### config.mk
export PLATFORM = sky130hd
export DESIGN_NAME = usb_interface_descriptor_walker_core
export DESIGN_NICKNAME = d
export VERILOG_FILES = /design/src/rtl/uidw_pkg.sv /design/src/rtl/usb_interface_descriptor_walker_core.sv /design/src/rtl/uidw_front.sv /design/src/rtl/uidw_back.sv
export SDC_FILE = /design/constraint.sdc
export NUM_CORES = 1
export LEC_CHECK = 0
export ABC_AREA = 1
export BUFFER_PORTS_ARGS = -buffer_cell sky130_fd_sc_hd__buf_2
export CORE_UTILIZATION = 40
export DETAILED_ROUTE_END_ITERATION = 8
export PLACE_DENSITY = 0.63
export SYNTH_ARGS = -nofsm -noshare
export SYNTH_HDL_FRONTEND = slang
export SYNTH_SLANG_ARGS = --single-unit
### constraint.sdc
create_clock -name clock -period 12.9 [get_ports clock]
set_input_delay 2.58 -clock clock [delete_from_list [all_inputs] [get_ports clock]]
set_output_delay 2.58 -clock clock [all_outputs]
set_load 0.02 [all_outputs]
### src/rtl/uidw_pkg.sv
// ----------------------------------------------------------------------------
// Descriptor walker package
// Shared types, descriptor codes and result codes of the descriptor walker.
// ----------------------------------------------------------------------------
package uidw_pkg;

   localparam int unsigned QUEUE_DEPTH_DEFAULT = 2;
   localparam int unsigned SLOT_COUNT = 8;
   localparam int unsigned SLOT_W = 3;

   localparam logic [7:0] TYPE_INTERFACE = 8'h04;
   localparam logic [7:0] TYPE_ENDPOINT  = 8'h05;
   localparam logic [7:0] TYPE_HID       = 8'h21;
   localparam logic [7:0] LEN_INTERFACE  = 8'd9;
   localparam logic [7:0] LEN_ENDPOINT   = 8'd7;

   localparam logic [SLOT_W-1:0] SLOT_INTERFACE = 3'd0;
   localparam logic [SLOT_W-1:0] SLOT_OUT_BASE  = 3'd1;
   localparam logic [SLOT_W-1:0] SLOT_IN_BASE   = 3'd4;
   localparam logic [SLOT_W-1:0] SLOT_HID       = 3'd7;

   localparam logic [1:0] ST_PARSED     = 2'd0;
   localparam logic [1:0] ST_NO_IFACE   = 2'd1;
   localparam logic [1:0] ST_OVERRUN    = 2'd2;
   localparam logic [1:0] ST_ZERO_LEN   = 2'd3;

   typedef enum logic [1:0] {
      PH_IDLE,
      PH_SEEK,
      PH_WALK
   } uidw_phase_type;

   typedef struct packed {
      logic        start_req;
      logic [7:0]  data_byte;
      logic [15:0] total_length;
   } uidw_req_type;

   typedef struct packed {
      logic [1:0]  status;
      logic [15:0] skip_length;
      logic [15:0] interface_pos;
      logic [15:0] iso_out_pos;
      logic [15:0] bulk_out_pos;
      logic [15:0] intr_out_pos;
      logic [15:0] iso_in_pos;
      logic [15:0] bulk_in_pos;
      logic [15:0] intr_in_pos;
      logic [15:0] hid_pos;
   } uidw_rsp_type;

   typedef struct packed {
      logic byte_zero;
      logic byte_lt2;
      logic is_interface;
      logic is_endpoint;
      logic is_hid;
   } uidw_class_type;

   typedef struct packed {
      uidw_req_type   req;
      uidw_class_type cls;
   } uidw_item_type;

endpackage

### src/rtl/usb_interface_descriptor_walker_core.sv
// ----------------------------------------------------------------------------
// USB interface descriptor walker
// Finds the first interface in a configuration descriptor and reports its
// endpoints and HID descriptor.
// ----------------------------------------------------------------------------
// Bytes are taken one per clock into a short queue and walked at one byte per
// clock, so the sustained rate is one byte a cycle; a result is written to the
// output register as the last byte of its walk is taken from the queue. The
// walker stalls only when a finished result is due while the previous one is
// still waiting in the output register, and the queue of QUEUE_DEPTH bytes
// then fills.
module usb_interface_descriptor_walker_core #(
   parameter int unsigned QUEUE_DEPTH = uidw_pkg::QUEUE_DEPTH_DEFAULT
) (
   input  logic                   clock,
   input  logic                   reset,
   input  logic                   push,
   output logic                   full,
   input  uidw_pkg::uidw_req_type req_data,
   output logic                   empty,
   input  logic                   pop,
   output uidw_pkg::uidw_rsp_type rsp_data
);
   import uidw_pkg::*;

   logic          q_valid;
   logic          q_take;
   uidw_item_type q_item;

   uidw_front #(
      .QUEUE_DEPTH(QUEUE_DEPTH)
   ) u_front (
      .clock    (clock),
      .reset    (reset),
      .push     (push),
      .full     (full),
      .req_data (req_data),
      .q_valid  (q_valid),
      .q_take   (q_take),
      .q_item   (q_item)
   );

   uidw_back u_back (
      .clock    (clock),
      .reset    (reset),
      .q_valid  (q_valid),
      .q_take   (q_take),
      .q_item   (q_item),
      .empty    (empty),
      .pop      (pop),
      .rsp_data (rsp_data)
   );

endmodule

### src/rtl/uidw_front.sv
// ----------------------------------------------------------------------------
// Descriptor walker front end
// Accepts bytes, classifies them and holds them in a short queue.
// ----------------------------------------------------------------------------
module uidw_front #(
   parameter int unsigned QUEUE_DEPTH = uidw_pkg::QUEUE_DEPTH_DEFAULT
) (
   input  logic                   clock,
   input  logic                   reset,
   input  logic                   push,
   output logic                   full,
   input  uidw_pkg::uidw_req_type req_data,
   output logic                   q_valid,
   input  logic                   q_take,
   output uidw_pkg::uidw_item_type q_item
);
   import uidw_pkg::*;

   localparam int unsigned PTR_W = (QUEUE_DEPTH > 1) ? $clog2(QUEUE_DEPTH) : 1;
   localparam int unsigned CNT_W = $clog2(QUEUE_DEPTH + 1);
   localparam logic [PTR_W-1:0] PTR_LAST = PTR_W'(QUEUE_DEPTH - 1);
   localparam logic [CNT_W-1:0] CNT_FULL = CNT_W'(QUEUE_DEPTH);

   uidw_item_type  entry_ff [QUEUE_DEPTH];
   logic [PTR_W-1:0] wr_ptr_ff, wr_ptr_in;
   logic [PTR_W-1:0] rd_ptr_ff, rd_ptr_in;
   logic [CNT_W-1:0] count_ff, count_in;
   uidw_item_type  item_in;
   logic           do_push;
   logic           do_take;

   always_comb begin
      item_in.req              = req_data;
      item_in.cls.byte_zero    = (req_data.data_byte == 8'd0);
      item_in.cls.byte_lt2     = (req_data.data_byte < 8'd2);
      item_in.cls.is_interface = (req_data.data_byte == TYPE_INTERFACE);
      item_in.cls.is_endpoint  = (req_data.data_byte == TYPE_ENDPOINT);
      item_in.cls.is_hid       = (req_data.data_byte == TYPE_HID);
   end

   assign full    = (count_ff == CNT_FULL);
   assign q_valid = (count_ff != '0);
   assign q_item  = entry_ff[rd_ptr_ff];
   assign do_push = push && !full;
   assign do_take = q_take && q_valid;

   always_comb begin
      wr_ptr_in = wr_ptr_ff;
      rd_ptr_in = rd_ptr_ff;
      count_in  = count_ff;
      if (do_push) begin
         wr_ptr_in = (wr_ptr_ff == PTR_LAST) ? '0 : wr_ptr_ff + 1'b1;
      end
      if (do_take) begin
         rd_ptr_in = (rd_ptr_ff == PTR_LAST) ? '0 : rd_ptr_ff + 1'b1;
      end
      if (do_push && !do_take) begin
         count_in = count_ff + 1'b1;
      end else if (!do_push && do_take) begin
         count_in = count_ff - 1'b1;
      end
   end

   always_ff @(posedge clock) begin
      if (reset) begin
         wr_ptr_ff <= '0;
         rd_ptr_ff <= '0;
         count_ff  <= '0;
      end else begin
         wr_ptr_ff <= wr_ptr_in;
         rd_ptr_ff <= rd_ptr_in;
         count_ff  <= count_in;
      end
   end

   always_ff @(posedge clock) begin
      if (do_push) begin
         entry_ff[wr_ptr_ff] <= item_in;
      end
   end

endmodule

### src/rtl/uidw_back.sv
// ----------------------------------------------------------------------------
// Descriptor walker back end
// Walks descriptors one byte a cycle unless output stalls; holds the result.
// ----------------------------------------------------------------------------
module uidw_back (
   input  logic                    clock,
   input  logic                    reset,
   input  logic                    q_valid,
   output logic                    q_take,
   input  uidw_pkg::uidw_item_type q_item,
   output logic                    empty,
   input  logic                    pop,
   output uidw_pkg::uidw_rsp_type  rsp_data
);
   import uidw_pkg::*;

   uidw_phase_type phase_ff, phase_in;
   logic [7:0]     byte_in_desc_ff, byte_in_desc_in;
   logic [7:0]     desc_len_ff, desc_len_in;
   logic [7:0]     desc_type_ff, desc_type_in;
   logic [7:0]     ep_address_ff, ep_address_in;
   logic [15:0]    desc_start_ff, desc_start_in;
   logic [15:0]    remaining_ff, remaining_in;
   logic [15:0]    consumed_ff, consumed_in;
   logic [15:0]    found_ff [SLOT_COUNT];
   logic [15:0]    found_in [SLOT_COUNT];
   logic           rsp_valid_ff, rsp_valid_in;
   uidw_rsp_type   rsp_ff, rsp_in;
   logic           produce;
   logic [1:0]     status;
   logic           out_free;
   logic           advance;

   always_comb begin
      uidw_phase_type ph;
      logic [7:0]     bid;
      logic [7:0]     d;
      logic [15:0]    rem;
      logic [15:0]    cons;
      logic [15:0]    start_pos;
      logic [SLOT_W-1:0] slot;
      logic           finished;
      logic           ignore;

      d         = q_item.req.data_byte;
      ignore    = !q_item.req.start_req && (phase_ff == PH_IDLE);
      ph        = q_item.req.start_req ? PH_SEEK : phase_ff;
      bid       = q_item.req.start_req ? 8'd0 : byte_in_desc_ff;
      rem       = q_item.req.start_req ? q_item.req.total_length : remaining_ff;
      cons      = q_item.req.start_req ? 16'd0 : consumed_ff;
      start_pos = desc_start_ff + 16'd1;
      slot      = '0;
      finished  = 1'b0;
      status    = ST_PARSED;

      phase_in        = ph;
      byte_in_desc_in = bid;
      desc_len_in     = desc_len_ff;
      desc_type_in    = desc_type_ff;
      ep_address_in   = ep_address_ff;
      desc_start_in   = desc_start_ff;
      remaining_in    = rem;
      consumed_in     = cons;
      for (int k = 0; k < SLOT_COUNT; k++) begin
         found_in[k] = q_item.req.start_req ? 16'd0 : found_ff[k];
      end

      if (bid == 8'd0) begin
         desc_len_in   = d;
         desc_start_in = cons;
         desc_type_in  = 8'd0;
         ep_address_in = 8'd0;
         if (ph == PH_SEEK || q_item.cls.byte_lt2 || rem < 16'd2) begin
            if ({8'd0, d} > rem) begin
               finished = 1'b1;
               status   = ST_OVERRUN;
            end else if (q_item.cls.byte_zero) begin
               finished = 1'b1;
               status   = ST_ZERO_LEN;
            end else begin
               remaining_in = rem - {8'd0, d};
               consumed_in  = cons + {8'd0, d};
               if (remaining_in == 16'd0) begin
                  finished = 1'b1;
                  status   = (ph == PH_SEEK) ? ST_NO_IFACE : ST_PARSED;
               end
            end
         end
      end else if (bid == 8'd1) begin
         desc_type_in = d;
         if (ph == PH_SEEK) begin
            if (q_item.cls.is_interface && desc_len_ff == LEN_INTERFACE) begin
               found_in[SLOT_INTERFACE] = start_pos;
            end
         end else if (q_item.cls.is_interface) begin
            finished = 1'b1;
            status   = ST_PARSED;
         end else begin
            if (q_item.cls.is_hid && found_in[SLOT_HID] == 16'd0) begin
               found_in[SLOT_HID] = start_pos;
            end
            if ({8'd0, desc_len_ff} > rem) begin
               finished = 1'b1;
               status   = ST_OVERRUN;
            end else begin
               remaining_in = rem - {8'd0, desc_len_ff};
               consumed_in  = cons + {8'd0, desc_len_ff};
               if (remaining_in == 16'd0 &&
                   !(q_item.cls.is_endpoint && desc_len_ff == LEN_ENDPOINT)) begin
                  finished = 1'b1;
                  status   = ST_PARSED;
               end
            end
         end
      end else if (ph == PH_WALK && desc_type_ff == TYPE_ENDPOINT &&
                   desc_len_ff == LEN_ENDPOINT) begin
         if (bid == 8'd2) begin
            ep_address_in = d;
         end else if (bid == 8'd3) begin
            if (ep_address_ff[3:0] != 4'd0 && d[1:0] != 2'd0) begin
               slot = (ep_address_ff[7] ? SLOT_IN_BASE : SLOT_OUT_BASE) +
                      {1'b0, d[1:0]} - 3'd1;
               if (found_in[slot] == 16'd0) begin
                  found_in[slot] = start_pos;
               end
            end
            if (rem == 16'd0) begin
               finished = 1'b1;
               status   = ST_PARSED;
            end
         end
      end

      if (finished) begin
         phase_in        = PH_IDLE;
         byte_in_desc_in = 8'd0;
      end else if ({1'b0, bid} + 9'd1 >= {1'b0, desc_len_in}) begin
         byte_in_desc_in = 8'd0;
         if (ph == PH_SEEK && found_in[SLOT_INTERFACE] != 16'd0) begin
            phase_in = PH_WALK;
         end
      end else begin
         byte_in_desc_in = bid + 8'd1;
      end

      produce = finished && !ignore;
   end

   always_comb begin
      rsp_in.status        = status;
      rsp_in.skip_length   = consumed_in;
      rsp_in.interface_pos = found_in[0];
      rsp_in.iso_out_pos   = found_in[1];
      rsp_in.bulk_out_pos  = found_in[2];
      rsp_in.intr_out_pos  = found_in[3];
      rsp_in.iso_in_pos    = found_in[4];
      rsp_in.bulk_in_pos   = found_in[5];
      rsp_in.intr_in_pos   = found_in[6];
      rsp_in.hid_pos       = found_in[7];
   end

   assign out_free = !rsp_valid_ff || pop;
   assign advance  = q_valid && (!produce || out_free);
   assign q_take   = advance;
   assign empty    = !rsp_valid_ff;
   assign rsp_data = rsp_ff;

   always_comb begin
      rsp_valid_in = rsp_valid_ff && !pop;
      if (advance && produce) begin
         rsp_valid_in = 1'b1;
      end
   end

   always_ff @(posedge clock) begin
      if (reset) begin
         phase_ff        <= PH_IDLE;
         byte_in_desc_ff <= '0;
         desc_len_ff     <= '0;
         desc_type_ff    <= '0;
         ep_address_ff   <= '0;
         desc_start_ff   <= '0;
         remaining_ff    <= '0;
         consumed_ff     <= '0;
         rsp_valid_ff    <= 1'b0;
         for (int k = 0; k < SLOT_COUNT; k++) begin
            found_ff[k] <= '0;
         end
      end else begin
         rsp_valid_ff <= rsp_valid_in;
         if (advance && !(!q_item.req.start_req && phase_ff == PH_IDLE)) begin
            phase_ff        <= phase_in;
            byte_in_desc_ff <= byte_in_desc_in;
            desc_len_ff     <= desc_len_in;
            desc_type_ff    <= desc_type_in;
            ep_address_ff   <= ep_address_in;
            desc_start_ff   <= desc_start_in;
            remaining_ff    <= remaining_in;
            consumed_ff     <= consumed_in;
            for (int k = 0; k < SLOT_COUNT; k++) begin
               found_ff[k] <= found_in[k];
            end
         end
      end
   end

   always_ff @(posedge clock) begin
      if (advance && produce) begin
         rsp_ff <= rsp_in;
      end
   end

endmodule

# --- Yosys cells after proc, flatten, opt, wreduce, memory -nomap -nowiden ---
# Memories as Yosys holds them, arrays and structs flattened. A register that Yosys moved wholly into a read port is not among the register bits.
# Cells that the tools add are included.
# W data, S select, Z words.
classes:
  n_addsub: 13
  n_mul: 0
  div: 0
  order_cmp: 7
  eq_ne: 13
  n_shift: 0
  muxes: 107
  n_bitwise: 9
  reduce_logical: 51
ops:
  columns: ["op", "count"]
  rows:
  - ["$mux W128", 6]
  - ["$mux W16", 44]
  - ["$bwmux W128", 1]
  - ["$mux W96", 1]
  - ["$logic_not A16 Y1", 5]
  - ["$mux W8", 10]
  - ["$bmux W16 S3", 1]
  - ["$demux W16 S3", 1]
  - ["$add A16 B8 Y16", 2]
  - ["$eq A8 B3 Y1 const B", 4]
  - ["$gt A8 B16 Y1", 2]
  - ["$sub A16 B8 Y16", 2]
  - ["$mux W2", 15]
  - ["$mux W1", 27]
  - ["$logic_and A1 B1 Y1", 19]
  - ["$add A16 B1 Y16 const B", 1]
  - ["$eq A8 B2 Y1 const B", 2]
  - ["$logic_not A8 Y1", 2]
  - ["$lt A16 B2 Y1 const B", 1]
  - ["$reduce_bool A16 Y1", 1]
  - ["$reduce_bool A2 Y1", 6]
  - ["$add A8 B1 Y9 const B", 1]
  - ["$ge A9 B8 Y1", 1]
  - ["$logic_not A1 Y1", 9]
  - ["23 further kinds", 36]
word_totals:
  reg_bits: 233
  latch_bits: 0
  ram_bits: 188
  mem_bits_ro: 0
  input_bits: 29
  out_inout_bits: 148
  wordCells: 224
  n_memories: 2
mem_list:
  columns: ["memory", "depth", "word_bits", "read_ports", "rd_clocked_by_memory_dff", "write_ports", "line", "text"]
  rows:
  - ["u_back.found_ff", 8, 16, 8, 0, 8, "uidw_back.sv:25", "logic [15:0] found_ff [SLOT_COUNT];"]
  - ["u_front.entry_ff", 2, 30, 1, 1, 1, "uidw_front.sv:24", "uidw_item_type entry_ff [QUEUE_DEPTH];"]

# --- Depth between registers and ports, before layout ---
depth:
  depth_word: 21
  ltp_mapped: 31
  mapped_depth_nobuf: 29

# --- Modules after synthesis ---
# A second synthesis with hierarchy kept.
unflattened:
  cells_unflattened: 2557
  hier_area_um2: 22347.7
by_module_without_submodules:
  columns: ["mod", "n_inst", "cells_each", "area_each_um2", "seq_area_each_um2"]
  rows:
  - ["uidw_back", 1, 2410, 19737.7, 9829.4]
  - ["uidw_front", 1, 147, 2610.0, 1901.8]

# --- Least setup slack after synthesis ---
# OpenSTA, ideal clock, no wires.
synth_timing:
  kind: "flip-flop to flip-flop"
  start: "register with a tool-made name"
  end: "register u_back.rsp_ff (netlist bit u_back.rsp_data[0]) (enable)"
  setup_time_ns: 0.654
  arrival_ns: 9.455
  required_time_ns: 12.246
  path_slack_ns: 2.791
  path_stages_with_launch: 27
  n_path_buf: 3
  synth_period_minus_slack_ns: 10.109
  cell_sequence: "dfxtp_1 inv_2 nand2_4 nand2_4 buf_6 buf_4 buf_6 o21ai_0 ha_1 fa_1 nand3b_1 nand2_1 a21oi_1 nand3_1 inv_1 nand2_1 nand2_1 nand3_1 nor2_1 nand3_1 nand2_1 nand2_1 nand2_1 nand2_1 inv_1 nand2_1 nor2_1"
synth_rtl:
  columns: ["item", "line", "text"]
  rows:
  - ["end signal: assignment", "uidw_back.sv:209", "rsp_ff <= rsp_in;"]
  - ["end: declaration", "uidw_back.sv:28", "uidw_rsp_type rsp_ff, rsp_in;"]

==> flow_summary.yaml <==
die:
  dieHeight_um: 237.3
  start_util_pct: 40.83
  io_pins: 177
  rows: 85
  die_w_um: 237.3
  core_area_mm2: 0.05424
  die_area_mm2: 0.05631
global_route:
  grt_pass1_vias: 17830
  track_usage_pct: 24.02
  grt_max_degree: 91
  antenna_found_initial: 0
  grt_pass1_wl_um: 103900
  grt_overflow: 0
final_layout:
  final_common_cell: "nand2_1"
  final_nets: 2814
  final_area_mm2: 0.02538
  area_growth_pct: 14.62
  final_cell_mix: "598 x nand2_1, 334 x inv_1, 334 x edfxtp_1"
  diodes: 0
  drive_gt1_share_pct: 13.20
place:
  gp_congestion: 0.8920
  place_ws_ns: 5.848
  port_buffers: 176
  hpwlAfterDp_um: 48400
  place_area_mm2: 0.02373
synthesis:
  synth_top_area_share_pct: 45.29
  yosys.area.top_type: "edfxtp_1"
  netlist_top_cells_area: "edfxtp_1 45%, nand2_1 10%, dfxtp_1 7.7%"
  synth_edf_count: 334
  syn_area_mm2: 0.02215
  synth-seq-area-share_pct: 52.97
  synth_cells: 2565
  avgSynthCellArea_um2: 8.634
  yosys_warnings: 0
  yosysUniqueCellTypes: 60
  async_flop_share_pct: 0
  synth_seq_cells: 419
  ys.flop_type: "edfxtp_1"
  syn_nets: 2646
sta:
  fmax_ghz: 0.1396
  period_share_pct: 55.53
  slew_viol_final: 0
  setup_ws_ns: 5.737
  hold_violations: 0
  worstMarginPinSlew_ns: 1.185
  tns_ns: 0
  setup_violations: 0
  slew_headroom_pct: 20.93
  fin_crit_ns: 7.163
  rsz0062_at_grt: "no"
  holdWs_ns: 0.4491
  fin_skew_ns: 0.04341
clock_network:
  cts.htree.levels: 2
  cts.sinks: 419
  cts.path.max_buffers: 3
  cts_tree: "built"
  clk_pin_slew_ns: 0.06
  cts_hold_buf: 0
  cts_buffers: 48
  cts_setup_buffers: 0
  clockRootBuffer: "clkbuf_16"
  clk_latency_ns: 0.62
  post_cts_resized: 0
flow_run:
  cap_violations: 0
drt:
  first_iter_violations: 1829
  finalWirelength_um: 68700
  drtAntennaViolNets: 0
  drcViolationCount: 0
  dr.pass1.iters: 6
  drt-vias-per-instance: 5.403
  detail_route.wl_per_cell_um: 19.80
  via_count: 18740
critical_path:
  cp_num_buf_inv: 6
  endpoint_kind: "register"
  path_delay_family: "simple AND/OR/NAND/NOR gates"
  reg2reg_slack_ns: 5.74
  cpMostUsedCell: "nand2_1"
  arrival_ns: 7.41
  cp-start-kind: "register"
  cp.required_ns: 13.15
  slowest_stage: "buf_4"
  max_stage_delay_ns: 0.88
  cp_max_fo: 90
  critical_path_class: "register to register"
power_and_ir_drop:
  p_leak_uw: 0.01068
  power_density_mw_per_mm2: 255.8
  worst_ir_drop_vdd_mv: 0.1310
status:
  status: "completed"
worst_hold_path:
  min_path_type: "register to register"
-- routing by layer --
layer	part of all wire, %	global-route usage, %	up-vias
met1	43	31.95	8849
met3	6.5	2.985	148
met4	4.2	10.32	0
met5	0	0	-
met2	46	39.47	746
li1	-	-	9001
-- area by class of cell --
class                      count  area (um2)
clock buffer                  54        1254
clock inverter                36       400.4
fill                        5280       28860
inverter                     356        1336
multi-input combinational   1700        8671
sequential                   419       11730
tap                          696       870.8
timing repair buffer         208        1121
-- worst reg2reg max path, delay by kind of cell, from the launching register on --
| kind | cells | cell delay [ns] |
|---|---|---|
| flip-flops | 1 | 0.30 |
| XOR/XNOR | 1 | 0.20 |
| buffers and inverters | 6 | 2.29 |
| adder cells (fa/ha/maj) | 2 | 0.86 |
| AO/OA/AOI/OAI | 1 | 0.50 |
| AND/OR/NAND/NOR | 16 | 2.64 |
-- per-stage QoR --
step                      util, %  power [uW]  cells
after floorplan                 -        4100   2565
after global placement      43.75        5039   3379
after global routing        46.80        6884   3469
final                       46.80        6492   3469
after CTS                   46.80        6498   3469
after detailed placement    43.75        5059   3379
-- registers in the layout (all words and copies together) (netlist names), 5 cells and up, named ones only --
name	flops
u_back.rsp_data	146
u_back.found_ff	128
u_front.entry_ff	60
u_back.consumed_ff	16
u_back.desc_start_ff	16
u_back.remaining_ff	16
u_back.byte_in_desc_ff	8
u_back.desc_len_ff	8
u_back.desc_type_ff	8
u_back.ep_address_ff	5
-- cell families after synthesis --
| logic type | count (synthesis) | synth area share [%] |
|---|---|---|
| simple gates | 1084 | 20.82 |
| compound gates | 507 | 12.77 |
| buf+inv | 446 | 8.107 |
| flops | 419 | 52.97 |
| xor+xnor | 56 | 2.215 |
| fa+ha+maj | 52 | 3.073 |
| mux | 1 | 0.04520 |
-- worst paths after layout --
kind / startpoint / end / depth (start not counted)
min: u_back.remaining_ff[3]$_SDFFE_PP0P_ / u_back.remaining_ff[3]$_SDFFE_PP0P_ / 2
max reg2reg: register / u_back.found_ff[1][9]$_SDFFCE_PN0P_ / 26
min reg2reg: u_back.remaining_ff[3]$_SDFFE_PP0P_ / u_back.remaining_ff[3]$_SDFFE_PP0P_ / 2
max: register / u_back.found_ff[1][9]$_SDFFCE_PN0P_ / 26
-- synth_stat cells, types with 3 or more instances --
| cell | count |
|---|---|
| nand2_2 | 9 |
| nor4_1 | 9 |
| o211ai_1 | 9 |
| inv_1 | 334 |
| nand3_2 | 6 |
| a32oi_1 | 3 |
| xor2_1 | 43 |
| nor2_2 | 5 |
| o21ai_2 | 4 |
| ha_1 | 48 |
| nand3_1 | 121 |
| clkbuf_1 | 33 |
| dfxtp_1 | 85 |
| buf_4 | 10 |
| o221ai_1 | 5 |
| o21a_1 | 7 |
| o21ai_0 | 154 |
| buf_6 | 6 |
| edfxtp_1 | 334 |
| nand2_4 | 3 |
| nand2_1 | 598 |
| nor3_1 | 19 |
| o22ai_1 | 39 |
| xnor2_1 | 13 |
| clkinv_1 | 3 |
| o21ai_1 | 43 |
| a21oi_1 | 181 |
| o31ai_1 | 9 |
| nor2_4 | 5 |
| nand4_1 | 35 |
| fa_1 | 4 |
| or2_2 | 16 |
| a211oi_1 | 9 |
| buf_1 | 10 |
| nor2_1 | 242 |
| buf_2 | 31 |
| a22oi_1 | 12 |
| a31oi_1 | 18 |
| nand3b_1 | 5 |
| inv_2 | 19 |
-- power by group --
part	switching [uW]	leakage [uW]	internal, uW
Combinational	2180	0.00591	816
Sequential	147	0.00397	1920
Clock	595	0.000798	829
Total	2930	0.0107	3570
Power figures use the tool's default switching activity.
